==> config.mk <==
export PLATFORM = sky130hd
export DESIGN_NAME = bcf_out_fifo
export DESIGN_NICKNAME = d
export VERILOG_FILES = /design/src/rtl/core/binarize_and_contour_filter_defines.svh /design/src/rtl/core/bcf_pkg.sv /design/src/rtl/core/bcf_out_fifo.sv
export SDC_FILE = /design/constraint.sdc
export NUM_CORES = 1
export LEC_CHECK = 0
export BUFFER_PORTS_ARGS = -buffer_cell sky130_fd_sc_hd__buf_2
export CORE_MARGIN = 10
export CORE_UTILIZATION = 51
export CTS_CLUSTER_DIAMETER = 50
export DETAILED_ROUTE_END_ITERATION = 16
export PLACE_DENSITY_LB_ADDON = 0.25
export SETUP_SLACK_MARGIN = 0.3
export SLEW_MARGIN = 10
export SYNTH_ARGS = -nofsm -noshare
export SYNTH_HDL_FRONTEND = slang
export SYNTH_SLANG_ARGS = --single-unit
==> constraint.sdc <==
create_clock -name clk_i -period 2.15 [get_ports clk_i]
set_clock_uncertainty 0.1 [all_clocks]
set_input_delay 0.645 -clock clk_i [delete_from_list [all_inputs] [get_ports clk_i]]
set_output_delay 0.645 -clock clk_i [all_outputs]
set_load 0.005 [all_outputs]
==> src/rtl/core/binarize_and_contour_filter_defines.svh <==
// Assertion macros shared by the binarize and contour filter RTL.
`ifndef BINARIZE_AND_CONTOUR_FILTER_DEFINES_SVH
`define BINARIZE_AND_CONTOUR_FILTER_DEFINES_SVH
`ifndef SYNTHESIS
// Same-cycle implication, sampled on clk_i, off during reset.
`define BCF_ASSERT_IMP(lbl, ante, cons) \
  lbl: assert property (@(posedge clk_i) disable iff (!rst_ni) (ante) |-> (cons)) \
    else $error("bcf: implication check failed");
// Next-cycle implication, sampled on clk_i, off during reset.
`define BCF_ASSERT_NXT(lbl, ante, cons) \
  lbl: assert property (@(posedge clk_i) disable iff (!rst_ni) (ante) |=> (cons)) \
    else $error("bcf: next-cycle check failed");
`else
`define BCF_ASSERT_IMP(lbl, ante, cons)
`define BCF_ASSERT_NXT(lbl, ante, cons)
`endif
`endif

==> src/rtl/core/bcf_pkg.sv <==
// Shared constants, item types and stage command struct for the filter.
`timescale 1ns / 1ps
`default_nettype none
package bcf_pkg;

  // Frame geometry limits
  localparam int unsigned MAX_WIDTH  = 1024;
  localparam int unsigned MAX_HEIGHT = 1024;

  localparam int unsigned WID_W = $clog2(MAX_WIDTH + 1);
  localparam int unsigned HGT_W = $clog2(MAX_HEIGHT + 1);
  localparam int unsigned COL_W = $clog2(MAX_WIDTH);
  localparam int unsigned ROW_W = $clog2(MAX_HEIGHT);

  // Pixel history ring: must hold two rows plus three pixels
  localparam int unsigned RING_AW    = $clog2(2 * MAX_WIDTH + 3);
  localparam int unsigned RING_DEPTH = 2 ** RING_AW;

  // Pending contour pixels, up to one row plus one
  localparam int unsigned PEND_W = $clog2(MAX_WIDTH + 2);

  // Config port
  localparam int unsigned CFG_IDX_W  = 2;
  localparam int unsigned CFG_DATA_W = 11;

  localparam logic [CFG_IDX_W-1:0] REG_MODE      = 2'd0;
  localparam logic [CFG_IDX_W-1:0] REG_THRESHOLD = 2'd1;
  localparam logic [CFG_IDX_W-1:0] REG_WIDTH     = 2'd2;
  localparam logic [CFG_IDX_W-1:0] REG_HEIGHT    = 2'd3;

  localparam logic [7:0] THRESHOLD_RESET = 8'd220;
  localparam logic [7:0] FULL_LEVEL      = 8'd255;

  // Result queue
  localparam int unsigned FIFO_DEPTH = 4;
  localparam int unsigned FIFO_AW    = $clog2(FIFO_DEPTH);
  localparam int unsigned FIFO_CNT_W = $clog2(FIFO_DEPTH + 1);

  typedef struct packed {
    logic [7:0] alpha;
    logic [7:0] blue;
    logic [7:0] green;
    logic [7:0] red;
  } pixel_t;

  // One ring entry: pixel plus its raster position
  typedef struct packed {
    logic [ROW_W-1:0] row;
    logic [COL_W-1:0] col;
    pixel_t           pix;
  } entry_t;

  typedef struct packed {
    logic       kind;
    logic [7:0] in_red;
    logic [7:0] in_green;
    logic [7:0] in_blue;
    logic [7:0] in_alpha;
  } in_item_t;

  typedef struct packed {
    logic [7:0] out_red;
    logic [7:0] out_green;
    logic [7:0] out_blue;
    logic [7:0] out_alpha;
    logic       last_pixel;
  } out_item_t;

  typedef enum logic [2:0] {
    OP_BIN,
    OP_PUSH,
    OP_FLUSH,
    OP_REF_A,
    OP_REF_B
  } op_e;

  // Command from the sequencer into the ring / window stage
  typedef struct packed {
    logic               valid;
    op_e                op;
    logic               emit;
    logic               wr_en;
    logic [RING_AW-1:0] wr_addr;
    logic [RING_AW-1:0] rd_a;
    logic [RING_AW-1:0] rd_b;
    entry_t             wr_data;
    out_item_t          bin;
  } req_t;

  typedef struct packed {
    logic [WID_W-1:0] wid;
    logic [HGT_W-1:0] hgt;
  } geo_t;

endpackage
`default_nettype wire

==> src/rtl/core/bcf_out_fifo.sv <==
// Four-entry result queue between the window stage and the output port.
`timescale 1ns / 1ps
`default_nettype none
module bcf_out_fifo
  import bcf_pkg::*;
(
  input  wire logic                  clk_i,
  input  wire logic                  rst_ni,
  input  wire logic                  push_i,
  input  wire out_item_t             data_i,
  output logic                       out_valid_o,
  input  wire logic                  out_stall_i,
  output out_item_t                  out_item_o,
  output logic [FIFO_CNT_W-1:0]      count_o
);

  out_item_t             fifo_q [FIFO_DEPTH];
  logic [FIFO_AW-1:0]    wr_ptr_q, wr_ptr_d;
  logic [FIFO_AW-1:0]    rd_ptr_q, rd_ptr_d;
  logic [FIFO_CNT_W-1:0] cnt_q, cnt_d;
  logic                  pop;

  assign out_valid_o = (cnt_q != '0);
  assign out_item_o  = fifo_q[rd_ptr_q];
  assign count_o     = cnt_q;
  assign pop         = out_valid_o && !out_stall_i;

  // Pointer and fill count update
  always_comb begin
    wr_ptr_d = wr_ptr_q;
    rd_ptr_d = rd_ptr_q;
    cnt_d    = cnt_q;
    if (push_i) begin
      wr_ptr_d = wr_ptr_q + FIFO_AW'(1);
    end
    if (pop) begin
      rd_ptr_d = rd_ptr_q + FIFO_AW'(1);
    end
    if (push_i && !pop) begin
      cnt_d = cnt_q + FIFO_CNT_W'(1);
    end else if (!push_i && pop) begin
      cnt_d = cnt_q - FIFO_CNT_W'(1);
    end
  end

  always_ff @(posedge clk_i or negedge rst_ni) begin
    if (!rst_ni) begin
      wr_ptr_q <= '0;
      rd_ptr_q <= '0;
      cnt_q    <= '0;
    end else begin
      wr_ptr_q <= wr_ptr_d;
      rd_ptr_q <= rd_ptr_d;
      cnt_q    <= cnt_d;
    end
  end

  // Payload storage, no reset
  always_ff @(posedge clk_i) begin
    if (push_i) begin
      fifo_q[wr_ptr_q] <= data_i;
    end
  end

endmodule
`default_nettype wire

==> flow_summary_export.csv <==
group,metric,value,unit
status,status,"complete, but fails checks",
status,violations,"setup timing",
job,maxCapViolCount,0,
sta,tightest_slew,0.2894,ns
global_route,grt_start_max_net_pins,34,
synthesis,syn_area,5210,µm²
clock_tree,clk_pin_slew,0.06,ns
worst_setup_path,crit_buf_inv,3,
worst_setup_path,critPathKind,"reg -> out",
die,die_area,14660,µm²
global_route,antenna_found_initial,0,
detailed_routing,drt-pass1-iter-count,4,
detailed_routing,vias_per_cell,5.247,
global_route,grtUsageTotal,0.1422,
detailed_routing,drtAntennaViolNets,0,
power,power.static_leakage,2.393,nW
layout,final_nets,362,
power,peakVddDrop,0.8690,mV
die,dieHeight,121.1,µm
clock_tree,clock_latency,0.51,ns
hold_path,holdCritStartpoint,"data_i[17]",
detailed_routing,wl_per_cell,21.45,µm
worst_setup_path,worstPathRequired,1.40,ns
die,core,9864,µm²
worst_setup_path,worstPathArrival,1.83,ns
worst_setup_path,critPathMaxStageDelay,0.52,ns
layout,mostFrequentLayoutCells,"edfxtp_1 (132), buf_2 (68), mux4_2 (33)",
synthesis,synth.avg_cell_area,25.17,µm²
die,rows,36,
detailed_routing,dr_total_vias,2440,
layout,fin_util,0.6772,
global_route,grt_pass1_vias,2770,
worst_setup_path,worst_setup_path_start_kind,"flip-flop",
worst_setup_path,r2r_slack,0.19,ns
hold_path,min_to,"fifo_q[2][17]",
sta,relSlewSlack,0.8070,
sta,rsz0062_at_grt,"yes",
place,placed_area,5848,µm²
synthesis,synth_cell_types,20,
clock_tree,cts.sinks,139,
die,die_x,121.1,µm
sta,fin_crit,2.580,ns
worst_setup_path,cpLargestDelayFamily,"multiplexers",
clock_tree,htree_levels,4,
sta,finalCritPeriodShare,1.200,
global_route,grt_first_pass_wirelength,15490,µm
layout,diodes,0,
detailed_routing,drc,0,
synthesis,ys.warnings.count,0,
hold_path,min_path_cells,1,
worst_setup_path,cp_max_fo,6,
global_route,globalRouteOverflowTotal,0,
power,power_density,1443,nW/µm²
place,gp_congestion,0.6815,
synthesis,ys_seq_elements,139,
place,port-buffer-count,73,
place,place_inst,416,
synthesis,ys_seq_area_frac,0.7944,
synthesis,netlist_instances,207,
synthesis,syn_nets,250,
clock_tree,clk_path_buf_depth,2,
clock_tree,cts_buffers,17,
sta,max_freq,387.7,MHz
worst_setup_path,cp-end-kind,"primary output",
layout,fin_area,6680,µm²
worst_setup_path,path_cells,"buf_6 > clkbuf_16 > mux4_2 > buf_6",
layout,fin_cells,465,
sta,finalHoldViolCount,0,
layout,layout_commonest_cell,"edfxtp_1",
worst_setup_path,ff2ff_path_depth,9,
die,initial_core_util,0.5282,
clock_tree,root_buffer,"clkbuf_8",
detailed_routing,wl,9975,µm
place,detailed_place_hpwl,5943,µm
sta,drv_slew,0,
worst_setup_path,cp_slowest_cell,"mux4_2",
clock_tree,cts_tree,"built",
hold_path,hold_path_class,"in -> reg",
sta,tns,-13.08,ns
worst_setup_path,crit-reg2reg-capture,"count_o[2]",
layout,layout-drive-gt1-share,0.5361,
sta,finalSetupViolations,33,
worst_setup_path,r2r-start,"count_o[0]",
layout,area_growth,28.22,%
die,ios,74,
sta,timing.final.ws_setup,-0.4296,ns
detailed_routing,drt_iter0_markers,202,
worst_setup_path,crit_path_frequent_cell,"buf_6",
==> cell usage after synthesis <==
master / instances / share of area
xor2_1: 4 / 0.0067
o21ai_0: 1 / 0.00096
dfrtp_1: 7 / 0.034
mux2_2: 1 / 0.0022
fa_1: 1 / 0.0038
buf_12: 3 / 0.012
buf_6: 1 / 0.0022
xnor2_1: 2 / 0.0034
and2_1: 4 / 0.0048
ha_1: 5 / 0.012
mux4_2: 28 / 0.12
nor3_1: 1 / 0.00096
nand2_1: 1 / 0.00072
buf_2: 4 / 0.0038
mux4_1: 5 / 0.025
or2_2: 1 / 0.0012
edfxtp_1: 132 / 0.76
nor2_1: 1 / 0.00072
nor3b_1: 1 / 0.0014
inv_1: 4 / 0.0029
==> metal layers <==
metal,routed length (µm),track usage,vias to the layer above
met1,4059,0.1626,1262
met4,123,0.04525,0
li1,-,-,1093
met3,718,0.06840,11
met2,5073,0.2310,74
met5,0,0,-
==> stage by stage <==
| stage | setup slack [ns] | hold slack, ns | total power, W |
|---|---|---|---|
| CTS | -0.4637 | 0.2197 | 0.009571 |
| floorplan | 0.2016 | 0.2494 | 0.005282 |
| finish | -0.4296 | 0.2469 | 0.009638 |
| global route | -0.5063 | 0.2198 | 0.01010 |
| global placement | 0.07432 | 0.3909 | 0.006252 |
| detailed placement | 0.03724 | 0.3948 | 0.006313 |
==> power breakdown <==
| group | switching [W] | leakage (nW) | internal (W) | total [W] |
|---|---|---|---|---|
| registers | 0.000165 | 1.29 | 0.00356 | 0.00373 |
| clock network | 0.00108 | 0.288 | 0.00188 | 0.00296 |
| logic | 0.00129 | 0.814 | 0.00166 | 0.00295 |
==> kinds of logic after synthesis <==
family | share of synthesized area
AND/OR/NAND/NOR | 0.009845
adder cells (fa/ha/maj) | 0.01585
flip-flops | 0.7944
XOR/XNOR | 0.01009
buffers and inverters | 0.02041
multiplexers | 0.1484
AO/OA/AOI/OAI | 0.0009597
==> what timing repair did <==
action / CTS / global route
setup buffers: 9 / 5
pin swaps: 6 / 3
endpoints found under the setup margin: 38 / 39
gates resized for setup: 15 / 8
hold buffers: 1 / 0
endpoints found under the hold margin: 7 / 0
cloned: 1 / 1
==> sequential cells by signal, indices dropped and copies added (netlist names) <==
signal    flops
wr_ptr_q      2
rd_ptr_q      2
count_o       3
fifo_q      132
==> cell type report <==
type / count / area, µm²
Clock inverter: 15 / 198.9
Tap cell: 133 / 166.4
Fill cell: 638 / 3184
Inverter: 4 / 15.01
Timing Repair Buffer: 101 / 764.5
Multi-Input combinational cell: 56 / 977.2
Sequential cell: 139 / 4144
Clock buffer: 17 / 414.1
==> worst max-delay path by stage <==
stage                           start        endpoint  slack, ns  depth (start not counted)
after floorplan           out_stall_i      count_o[1]       0.20                          5
after global placement    rd_ptr_q[0]  out_item_o[24]       0.07                          3
after detailed placement  rd_ptr_q[0]  out_item_o[24]       0.04                          3
after CTS                 rd_ptr_q[0]  out_item_o[21]      -0.46                          4
after global routing      rd_ptr_q[0]  out_item_o[12]      -0.51                          4
final                     rd_ptr_q[0]  out_item_o[12]      -0.43                          4
Note: power is estimated with default switching activity, not from simulation.
