**config.mk**
```make
export PLATFORM = sky130hd
export DESIGN_NAME = bcf_seq
export DESIGN_NICKNAME = d
export VERILOG_FILES = /design/src/rtl/core/binarize_and_contour_filter_defines.svh /design/src/rtl/core/bcf_pkg.sv /design/src/rtl/core/bcf_seq.sv
export SDC_FILE = /design/constraint.sdc
export NUM_CORES = 1
export LEC_CHECK = 0
export ABC_AREA = 1
export BUFFER_PORTS_ARGS = -buffer_cell sky130_fd_sc_hd__clkbuf_2
export CAP_MARGIN = 40
export CORE_MARGIN = 1.5
export CORE_UTILIZATION = 28
export CTS_BUF_LIST = sky130_fd_sc_hd__clkbuf_4 sky130_fd_sc_hd__clkbuf_8
export DETAILED_ROUTE_END_ITERATION = 8
export GPL_ROUTABILITY_DRIVEN = 0
export GPL_TIMING_DRIVEN = 0
export HOLD_SLACK_MARGIN = 0.15
export SYNTH_ARGS = -nofsm -noshare
export SYNTH_HDL_FRONTEND = slang
export SYNTH_SLANG_ARGS = --single-unit
```
**constraint.sdc**
```tcl
create_clock -name clk_i -period 2.58 [get_ports clk_i]
set_clock_uncertainty 0.05 [all_clocks]
set_input_delay 0.129 -clock clk_i [delete_from_list [all_inputs] [get_ports clk_i]]
set_output_delay 0.129 -clock clk_i [all_outputs]
set_load 0.02 [all_outputs]
```
**src/rtl/core/binarize_and_contour_filter_defines.svh**
```systemverilog
// Assertion macros shared by the binarize and contour filter RTL.
`ifndef BINARIZE_AND_CONTOUR_FILTER_DEFINES_SVH
`define BINARIZE_AND_CONTOUR_FILTER_DEFINES_SVH
`ifndef SYNTHESIS
// Same-cycle implication, sampled on clk_i, off during reset.
`define BCF_ASSERT_IMP(lbl, ante, cons) \
  lbl: assert property (@(posedge clk_i) disable iff (!rst_ni) (ante) |-> (cons)) \
    else $error("bcf: implication check failed");
// Next-cycle implication, sampled on clk_i, off during reset.
`define BCF_ASSERT_NXT(lbl, ante, cons) \
  lbl: assert property (@(posedge clk_i) disable iff (!rst_ni) (ante) |=> (cons)) \
    else $error("bcf: next-cycle check failed");
`else
`define BCF_ASSERT_IMP(lbl, ante, cons)
`define BCF_ASSERT_NXT(lbl, ante, cons)
`endif
`endif

```
**src/rtl/core/bcf_pkg.sv**
```systemverilog
// Shared constants, item types and stage command struct for the filter.
`timescale 1ns / 1ps
`default_nettype none
package bcf_pkg;

  // Frame geometry limits
  localparam int unsigned MAX_WIDTH  = 1024;
  localparam int unsigned MAX_HEIGHT = 1024;

  localparam int unsigned WID_W = $clog2(MAX_WIDTH + 1);
  localparam int unsigned HGT_W = $clog2(MAX_HEIGHT + 1);
  localparam int unsigned COL_W = $clog2(MAX_WIDTH);
  localparam int unsigned ROW_W = $clog2(MAX_HEIGHT);

  // Pixel history ring: must hold two rows plus three pixels
  localparam int unsigned RING_AW    = $clog2(2 * MAX_WIDTH + 3);
  localparam int unsigned RING_DEPTH = 2 ** RING_AW;

  // Pending contour pixels, up to one row plus one
  localparam int unsigned PEND_W = $clog2(MAX_WIDTH + 2);

  // Config port
  localparam int unsigned CFG_IDX_W  = 2;
  localparam int unsigned CFG_DATA_W = 11;

  localparam logic [CFG_IDX_W-1:0] REG_MODE      = 2'd0;
  localparam logic [CFG_IDX_W-1:0] REG_THRESHOLD = 2'd1;
  localparam logic [CFG_IDX_W-1:0] REG_WIDTH     = 2'd2;
  localparam logic [CFG_IDX_W-1:0] REG_HEIGHT    = 2'd3;

  localparam logic [7:0] THRESHOLD_RESET = 8'd220;
  localparam logic [7:0] FULL_LEVEL      = 8'd255;

  // Result queue
  localparam int unsigned FIFO_DEPTH = 4;
  localparam int unsigned FIFO_AW    = $clog2(FIFO_DEPTH);
  localparam int unsigned FIFO_CNT_W = $clog2(FIFO_DEPTH + 1);

  typedef struct packed {
    logic [7:0] alpha;
    logic [7:0] blue;
    logic [7:0] green;
    logic [7:0] red;
  } pixel_t;

  // One ring entry: pixel plus its raster position
  typedef struct packed {
    logic [ROW_W-1:0] row;
    logic [COL_W-1:0] col;
    pixel_t           pix;
  } entry_t;

  typedef struct packed {
    logic       kind;
    logic [7:0] in_red;
    logic [7:0] in_green;
    logic [7:0] in_blue;
    logic [7:0] in_alpha;
  } in_item_t;

  typedef struct packed {
    logic [7:0] out_red;
    logic [7:0] out_green;
    logic [7:0] out_blue;
    logic [7:0] out_alpha;
    logic       last_pixel;
  } out_item_t;

  typedef enum logic [2:0] {
    OP_BIN,
    OP_PUSH,
    OP_FLUSH,
    OP_REF_A,
    OP_REF_B
  } op_e;

  // Command from the sequencer into the ring / window stage
  typedef struct packed {
    logic               valid;
    op_e                op;
    logic               emit;
    logic               wr_en;
    logic [RING_AW-1:0] wr_addr;
    logic [RING_AW-1:0] rd_a;
    logic [RING_AW-1:0] rd_b;
    entry_t             wr_data;
    out_item_t          bin;
  } req_t;

  typedef struct packed {
    logic [WID_W-1:0] wid;
    logic [HGT_W-1:0] hgt;
  } geo_t;

endpackage
`default_nettype wire

```
**src/rtl/core/bcf_seq.sv**
```systemverilog
// Config registers, raster position, pending count and ring address sequencer.
`timescale 1ns / 1ps
`default_nettype none
module bcf_seq
  import bcf_pkg::*;
(
  input  wire logic                  clk_i,
  input  wire logic                  rst_ni,
  input  wire logic                  in_valid_i,
  output logic                       in_stall_o,
  input  wire in_item_t              in_item_i,
  input  wire logic                  cfg_valid_i,
  output logic                       cfg_ready_o,
  input  wire logic [CFG_IDX_W-1:0]  cfg_index_i,
  input  wire logic [CFG_DATA_W-1:0] cfg_data_i,
  input  wire logic                  s1_valid_i,
  input  wire logic [FIFO_CNT_W-1:0] fifo_cnt_i,
  output req_t                       req_o,
  output geo_t                       geo_o,
  output logic                       ref_busy_o
);

  // Window reload sequence after a width write
  localparam logic [1:0] REF_IDLE = 2'd0;
  localparam logic [1:0] REF_A    = 2'd1;
  localparam logic [1:0] REF_B    = 2'd2;

  localparam int unsigned WID_RST = (MAX_WIDTH < 1024) ? MAX_WIDTH : 1024;
  localparam int unsigned HGT_RST = (MAX_HEIGHT < 1024) ? MAX_HEIGHT : 1024;

  function automatic logic [WID_W-1:0] clamp_w(input logic [CFG_DATA_W-1:0] v);
    logic [WID_W-1:0] r;
    if (v == '0) begin
      r = WID_W'(1);
    end else if (32'(v) > MAX_WIDTH) begin
      r = WID_W'(MAX_WIDTH);
    end else begin
      r = WID_W'(v);
    end
    return r;
  endfunction

  function automatic logic [HGT_W-1:0] clamp_h(input logic [CFG_DATA_W-1:0] v);
    logic [HGT_W-1:0] r;
    if (v == '0) begin
      r = HGT_W'(1);
    end else if (32'(v) > MAX_HEIGHT) begin
      r = HGT_W'(MAX_HEIGHT);
    end else begin
      r = HGT_W'(v);
    end
    return r;
  endfunction

  logic                mode_q, mode_d;
  logic [7:0]          thr_q, thr_d;
  logic [WID_W-1:0]    wid_q, wid_d;
  logic [HGT_W-1:0]    hgt_q, hgt_d;
  logic [1:0]          ref_q, ref_d;
  logic [COL_W-1:0]    col_q, col_d;
  logic [ROW_W-1:0]    row_q, row_d;
  logic [PEND_W-1:0]   pend_q, pend_d;
  logic [RING_AW-1:0]  newest_q, newest_d;

  logic                cfg_acc, acc;
  logic [FIFO_CNT_W:0] occ;
  logic [RING_AW-1:0]  n1, w_ring, w2_ring;
  logic [PEND_W-1:0]   w_pend;
  logic                push_emit, bin_dark, col_wrap, row_wrap;
  logic [7:0]          bin_v;

  assign geo_o.wid  = wid_q;
  assign geo_o.hgt  = hgt_q;
  assign ref_busy_o = (ref_q != REF_IDLE);

  // Input credit: queue fill plus the item in flight
  assign occ         = (FIFO_CNT_W + 1)'(fifo_cnt_i) + (FIFO_CNT_W + 1)'(s1_valid_i);
  assign in_stall_o  = ref_busy_o || (occ >= (FIFO_CNT_W + 1)'(FIFO_DEPTH));
  assign cfg_ready_o = !ref_busy_o && !s1_valid_i;

  assign cfg_acc = cfg_valid_i && cfg_ready_o;
  assign acc     = in_valid_i && !in_stall_o;

  // Config writes and reload trigger
  always_comb begin
    mode_d = mode_q;
    thr_d  = thr_q;
    wid_d  = wid_q;
    hgt_d  = hgt_q;
    if (cfg_acc) begin
      case (cfg_index_i)
        REG_MODE:      mode_d = cfg_data_i[0];
        REG_THRESHOLD: thr_d  = cfg_data_i[7:0];
        REG_WIDTH:     wid_d  = clamp_w(cfg_data_i);
        REG_HEIGHT:    hgt_d  = clamp_h(cfg_data_i);
        default: begin
        end
      endcase
    end
  end

  always_comb begin
    case (ref_q)
      REF_IDLE: ref_d = (cfg_acc && (cfg_index_i == REG_WIDTH)) ? REF_A : REF_IDLE;
      REF_A:    ref_d = REF_B;
      REF_B:    ref_d = REF_IDLE;
      default:  ref_d = REF_IDLE;
    endcase
  end

  // Ring addressing helpers
  assign n1        = newest_q + RING_AW'(1);
  assign w_ring    = RING_AW'(wid_q);
  assign w2_ring   = w_ring << 1;
  assign w_pend    = PEND_W'(wid_q) + PEND_W'(1);
  assign push_emit = (pend_q >= w_pend);

  // Binarize path
  assign bin_dark = (in_item_i.in_red < thr_q) || (in_item_i.in_green < thr_q) ||
                    (in_item_i.in_blue < thr_q);
  assign bin_v    = bin_dark ? 8'd0 : FULL_LEVEL;

  assign col_wrap = (WID_W'(col_q) + WID_W'(1)) >= wid_q;
  assign row_wrap = (HGT_W'(row_q) + HGT_W'(1)) >= hgt_q;

  // Command build and state update
  always_comb begin
    req_o      = '0;
    req_o.op   = OP_BIN;
    col_d      = col_q;
    row_d      = row_q;
    pend_d     = pend_q;
    newest_d   = newest_q;

    req_o.bin.out_red    = bin_v;
    req_o.bin.out_green  = bin_v;
    req_o.bin.out_blue   = bin_v;
    req_o.bin.out_alpha  = in_item_i.in_alpha;
    req_o.bin.last_pixel = (WID_W'(col_q) == (wid_q - WID_W'(1))) &&
                           (HGT_W'(row_q) == (hgt_q - HGT_W'(1)));

    req_o.wr_data.pix.red   = in_item_i.in_red;
    req_o.wr_data.pix.green = in_item_i.in_green;
    req_o.wr_data.pix.blue  = in_item_i.in_blue;
    req_o.wr_data.pix.alpha = in_item_i.in_alpha;
    req_o.wr_data.col       = col_q;
    req_o.wr_data.row       = row_q;

    if (ref_q == REF_A) begin
      req_o.valid = 1'b1;
      req_o.op    = OP_REF_A;
      req_o.rd_a  = newest_q - w_ring;
      req_o.rd_b  = newest_q - w2_ring;
    end else if (ref_q == REF_B) begin
      req_o.valid = 1'b1;
      req_o.op    = OP_REF_B;
      req_o.rd_a  = newest_q - w_ring - RING_AW'(1);
      req_o.rd_b  = newest_q - w2_ring - RING_AW'(1);
    end else if (acc) begin
      req_o.valid = 1'b1;
      if (in_item_i.kind) begin
        // Flush: oldest pending pixel, no neighbor test
        req_o.op   = OP_FLUSH;
        req_o.emit = (pend_q != '0);
        req_o.rd_a = newest_q - RING_AW'(pend_q - PEND_W'(1));
        if (pend_q != '0) begin
          pend_d = pend_q - PEND_W'(1);
        end
      end else begin
        if (mode_q) begin
          req_o.op      = OP_PUSH;
          req_o.emit    = push_emit;
          req_o.wr_en   = 1'b1;
          req_o.wr_addr = n1;
          req_o.rd_a    = n1 - w_ring;
          req_o.rd_b    = n1 - w2_ring;
          newest_d      = n1;
          pend_d        = push_emit ? w_pend : (pend_q + PEND_W'(1));
        end else begin
          req_o.op   = OP_BIN;
          req_o.emit = 1'b1;
        end
        // Raster position advances in either mode
        if (col_wrap) begin
          col_d = '0;
          row_d = row_wrap ? '0 : (row_q + ROW_W'(1));
        end else begin
          col_d = col_q + COL_W'(1);
        end
      end
    end
  end

  always_ff @(posedge clk_i or negedge rst_ni) begin
    if (!rst_ni) begin
      mode_q   <= 1'b0;
      thr_q    <= THRESHOLD_RESET;
      wid_q    <= WID_W'(WID_RST);
      hgt_q    <= HGT_W'(HGT_RST);
      ref_q    <= REF_IDLE;
      col_q    <= '0;
      row_q    <= '0;
      pend_q   <= '0;
      newest_q <= '0;
    end else begin
      mode_q   <= mode_d;
      thr_q    <= thr_d;
      wid_q    <= wid_d;
      hgt_q    <= hgt_d;
      ref_q    <= ref_d;
      col_q    <= col_d;
      row_q    <= row_d;
      pend_q   <= pend_d;
      newest_q <= newest_d;
    end
  end

endmodule
`default_nettype wire
```
==> results.sh <==
export IMPL_worstSetupEndpointType="primary output"
export IMPL_synthCells=1657
export IMPL_cts_made_buffers=9
export IMPL_clkTransAtPathRegs_ns=0.09
export IMPL_grt_pass1_wl_um=62000
export IMPL_ant_nets=0
export IMPL_tritoncts="built"
export IMPL_synthFlopType="dfrtp_1"
export IMPL_violations="setup timing"
export IMPL_slew_headroom_pct=56.3
export IMPL_die_y_um=197
export IMPL_n_fill_cell=3604
export IMPL_layout_commonest_cell="nand2_1"
export IMPL_drv_slew=0
export IMPL_fp_dieW_um=197
export IMPL_first_pass_iters=5
export IMPL_antenna_found_initial=0
export IMPL_reg2reg_from="wid_q[1]$_DFFE_PN0P_"
export IMPL_core_area_sq_mm=0.0374
export IMPL_final_nets=2252
export IMPL_setup_viol=54
export IMPL_power_leakage_uw=0.00807
export IMPL_drt_iter0_drc=834
export IMPL_io_pins=206
export IMPL_clkLatencyLatePin_ns=0.39
export IMPL_avgSynthCellArea_sq_um=6.39
export IMPL_yosysSeqAreaShare_pct=18.1
export IMPL_vias_per_cell=5.01
export IMPL_synth_edf_count=0
export IMPL_max_cap_violations=0
export IMPL_gr_usage_all_layers_pct=20.0
export IMPL_syn_area_sq_mm=0.0106
export IMPL_p_per_area_mw_per_mm2=1260
export IMPL_synthToLayoutAreaGrowth_pct=56.9
export IMPL_grt_use_met1_pct=24.4
export IMPL_ys_seq_elements=76
export IMPL_cts_sinks=76
export IMPL_gr_usage_met3_pct=1.88
export IMPL_r2r_slack_ns=-0.44
export IMPL_worstSetupPathType="flip-flop to primary output"
export IMPL_vias=12900
export IMPL_outcome="complete, but fails checks"
export IMPL_drive_above_1_share_pct=43.1
export IMPL_fin_crit_sh_pct=135
export IMPL_ff_latch_area_sq_mm=0.00194
export IMPL_layout_common_cells="338 x nand2_1, 216 x buf_4, 180 x inv_1"
export IMPL_die_area_sq_mm=0.0390
export IMPL_use_met2_pct=34.6
export IMPL_tightest_slew_ns=0.655
export IMPL_cp_start_kind="flip-flop"
export IMPL_grt_max_degree=56
export IMPL_critical_path_startpoint="newest_q[1]$_DFFE_PN0P_"
export IMPL_cts_buffer_depth=2
export IMPL_post_place_ws_ns=-1.05
export IMPL_drc=0
export IMPL_finalHoldViolations=0
export IMPL_rr_worst_depth=18
export IMPL_antenna_diode_count=0
export IMPL_crit_arrival_ns=3.30
export IMPL_fin_crit_ns=3.48
export IMPL_r2r_end="pend_q[0]$_DFFE_PN0P_"
export IMPL_hold_path_class="input port to asynchronous set/reset pin"
export IMPL_rows=71
export IMPL_portBuffers=196
export IMPL_crit_fanout=5
export IMPL_multi_input_area_sq_mm=0.00932
export IMPL_required_ns=2.40
export IMPL_root_buffer="clkbuf_8"
export IMPL_initial_core_util_pct=28.3
export IMPL_finalWirelength_um=42200
export IMPL_h_tree_depth=3
export IMPL_ys_warn_count=0
export IMPL_routedWlPerCell_um=16.4
export IMPL_p_total_uw=20900
export IMPL_hpwl_um=29200
export IMPL_grt_overflow_total=0
export IMPL_max_freq_mhz=287
export IMPL_grt_setup_unrepaired="true"
export IMPL_first_global_vias=12200
export IMPL_top_usage_layer="met2"
export IMPL_synthArstFlopShare_pct=100
export IMPL_fin_ws_ns=-0.901
export IMPL_ir_drop_mv=0.568
export IMPL_synth_cell_types=49
export IMPL_synth_nets=1846
==> timing repair <==
item,in CTS,in global routing
setup buffers,118,66
gates cloned,2,1
gates resized for setup,318,284
setup endpoints to repair,108,115
hold buffers,16,0
hold endpoints to repair,99,0
pin swaps,106,128
==> how the worst max path moves through the flow <==
stage | cells after the start | end
6_report | 18 | req_o[107]
2_1_floorplan | 15 | req_o[96]
5_1_grt | 18 | req_o[107]
4_1_cts | 18 | req_o[107]
3_3_place_gp | 16 | req_o[96]
3_5_place_dp | 16 | req_o[96]
==> metrics by stage <==
step	utilization [%]	hold slack, ns	area (sq um)	std cells	setup TNS [ns]
final	44.4	0.176	16600	2579	-22.81
after global routing	44.4	0.223	16600	2579	-30.11
after CTS	40.3	0.159	15100	2516	-17.07
after detailed placement	33.3	0.0381	12500	2365	-24.38
after global placement	33.2	0.308	12400	2364	-22.87
after floorplan	-	-0.217	10800	1657	-2.12
==> cell usage after synthesis (all sizes together), types with 5 or more instances <==
cell type  instances  share of area, %
nand2            402                14
inv              239               8.5
nor2             177               6.7
nand3            137               6.5
ha               130                15
a21oi            102               4.8
o21ai             93               4.4
buf               73               5.0
dfrtp             69                16
xor2              64               5.3
nand4             25               1.5
nor3              24               1.4
o22ai             17               1.0
clkbuf            16              0.59
xnor2             13               1.1
a21boi             7              0.50
dfstp              7               1.7
o21bai             7              0.50
a31oi              6              0.35
or2                6              0.35
fa                 5              0.95
nand3b             5              0.35
o211ai             5              0.35
==> flip-flops by register name, indices dropped and copies added (netlist names) <==
register,cells
newest_q,12
hgt_q,11
pend_q,11
wid_q,11
col_q,10
row_q,10
thr_q,8
ref_q,2
mode_q,1
==> cell type report <==
class | instances | area share, %
well taps | 511 | 3.85
flip-flops and latches | 76 | 11.7
repair buffers | 394 | 17.7
plain buffers | 89 | 3.74
inverters | 240 | 5.92
clock inverters | 3 | 0.0904
clock buffers | 13 | 0.964
multi-input cells | 1253 | 56.1
==> per-layer routing <==
layer	share of wire (%)	vias to the layer above
met2	48	467
met1	41	6117
met4	6.1	0
met5	0	-
li1	-	6181
met3	5.1	148
==> power breakdown <==
| part | total, uW | switching [uW] | internal (uW) |
|---|---|---|---|
| Sequential | 2300 | 687 | 1620 |
| Clock | 905 | 500 | 405 |
| Combinational | 17700 | 10300 | 7370 |
==> critical path, stage by stage, from the launching register on <==
cell and delay, ns:
dfrtp_2 0.44, clkinvlp_4 0.18, nor3_4 0.21, nand2_2 0.11, nor2_4 0.13, inv_2 0.06
nor2_4 0.10, xor2_2 0.19, inv_2 0.10, ha_4 0.25, a21o_1 0.18, a31oi_1 0.21
nand3_1 0.11, nand2_1 0.11, nand3_2 0.10, nand2_2 0.10, nor2_4 0.05, a21oi_2 0.13
clkbuf_8 0.16
==> logic make-up (layout without fill, tap and decap cells) <==
kind of cell,count (synthesis),in the layout,synth area share (%)
DFF,76,76,18.1
AOI/OAI and AO/OA,257,258,13.4
xor gates and xnor gates,77,77,6.37
and+or+nand+nor,783,783,31.8
buffers and inverters,329,739,14.1
adders and majority gates,135,135,16.3
Note: power is estimated with default switching activity, not from simulation.
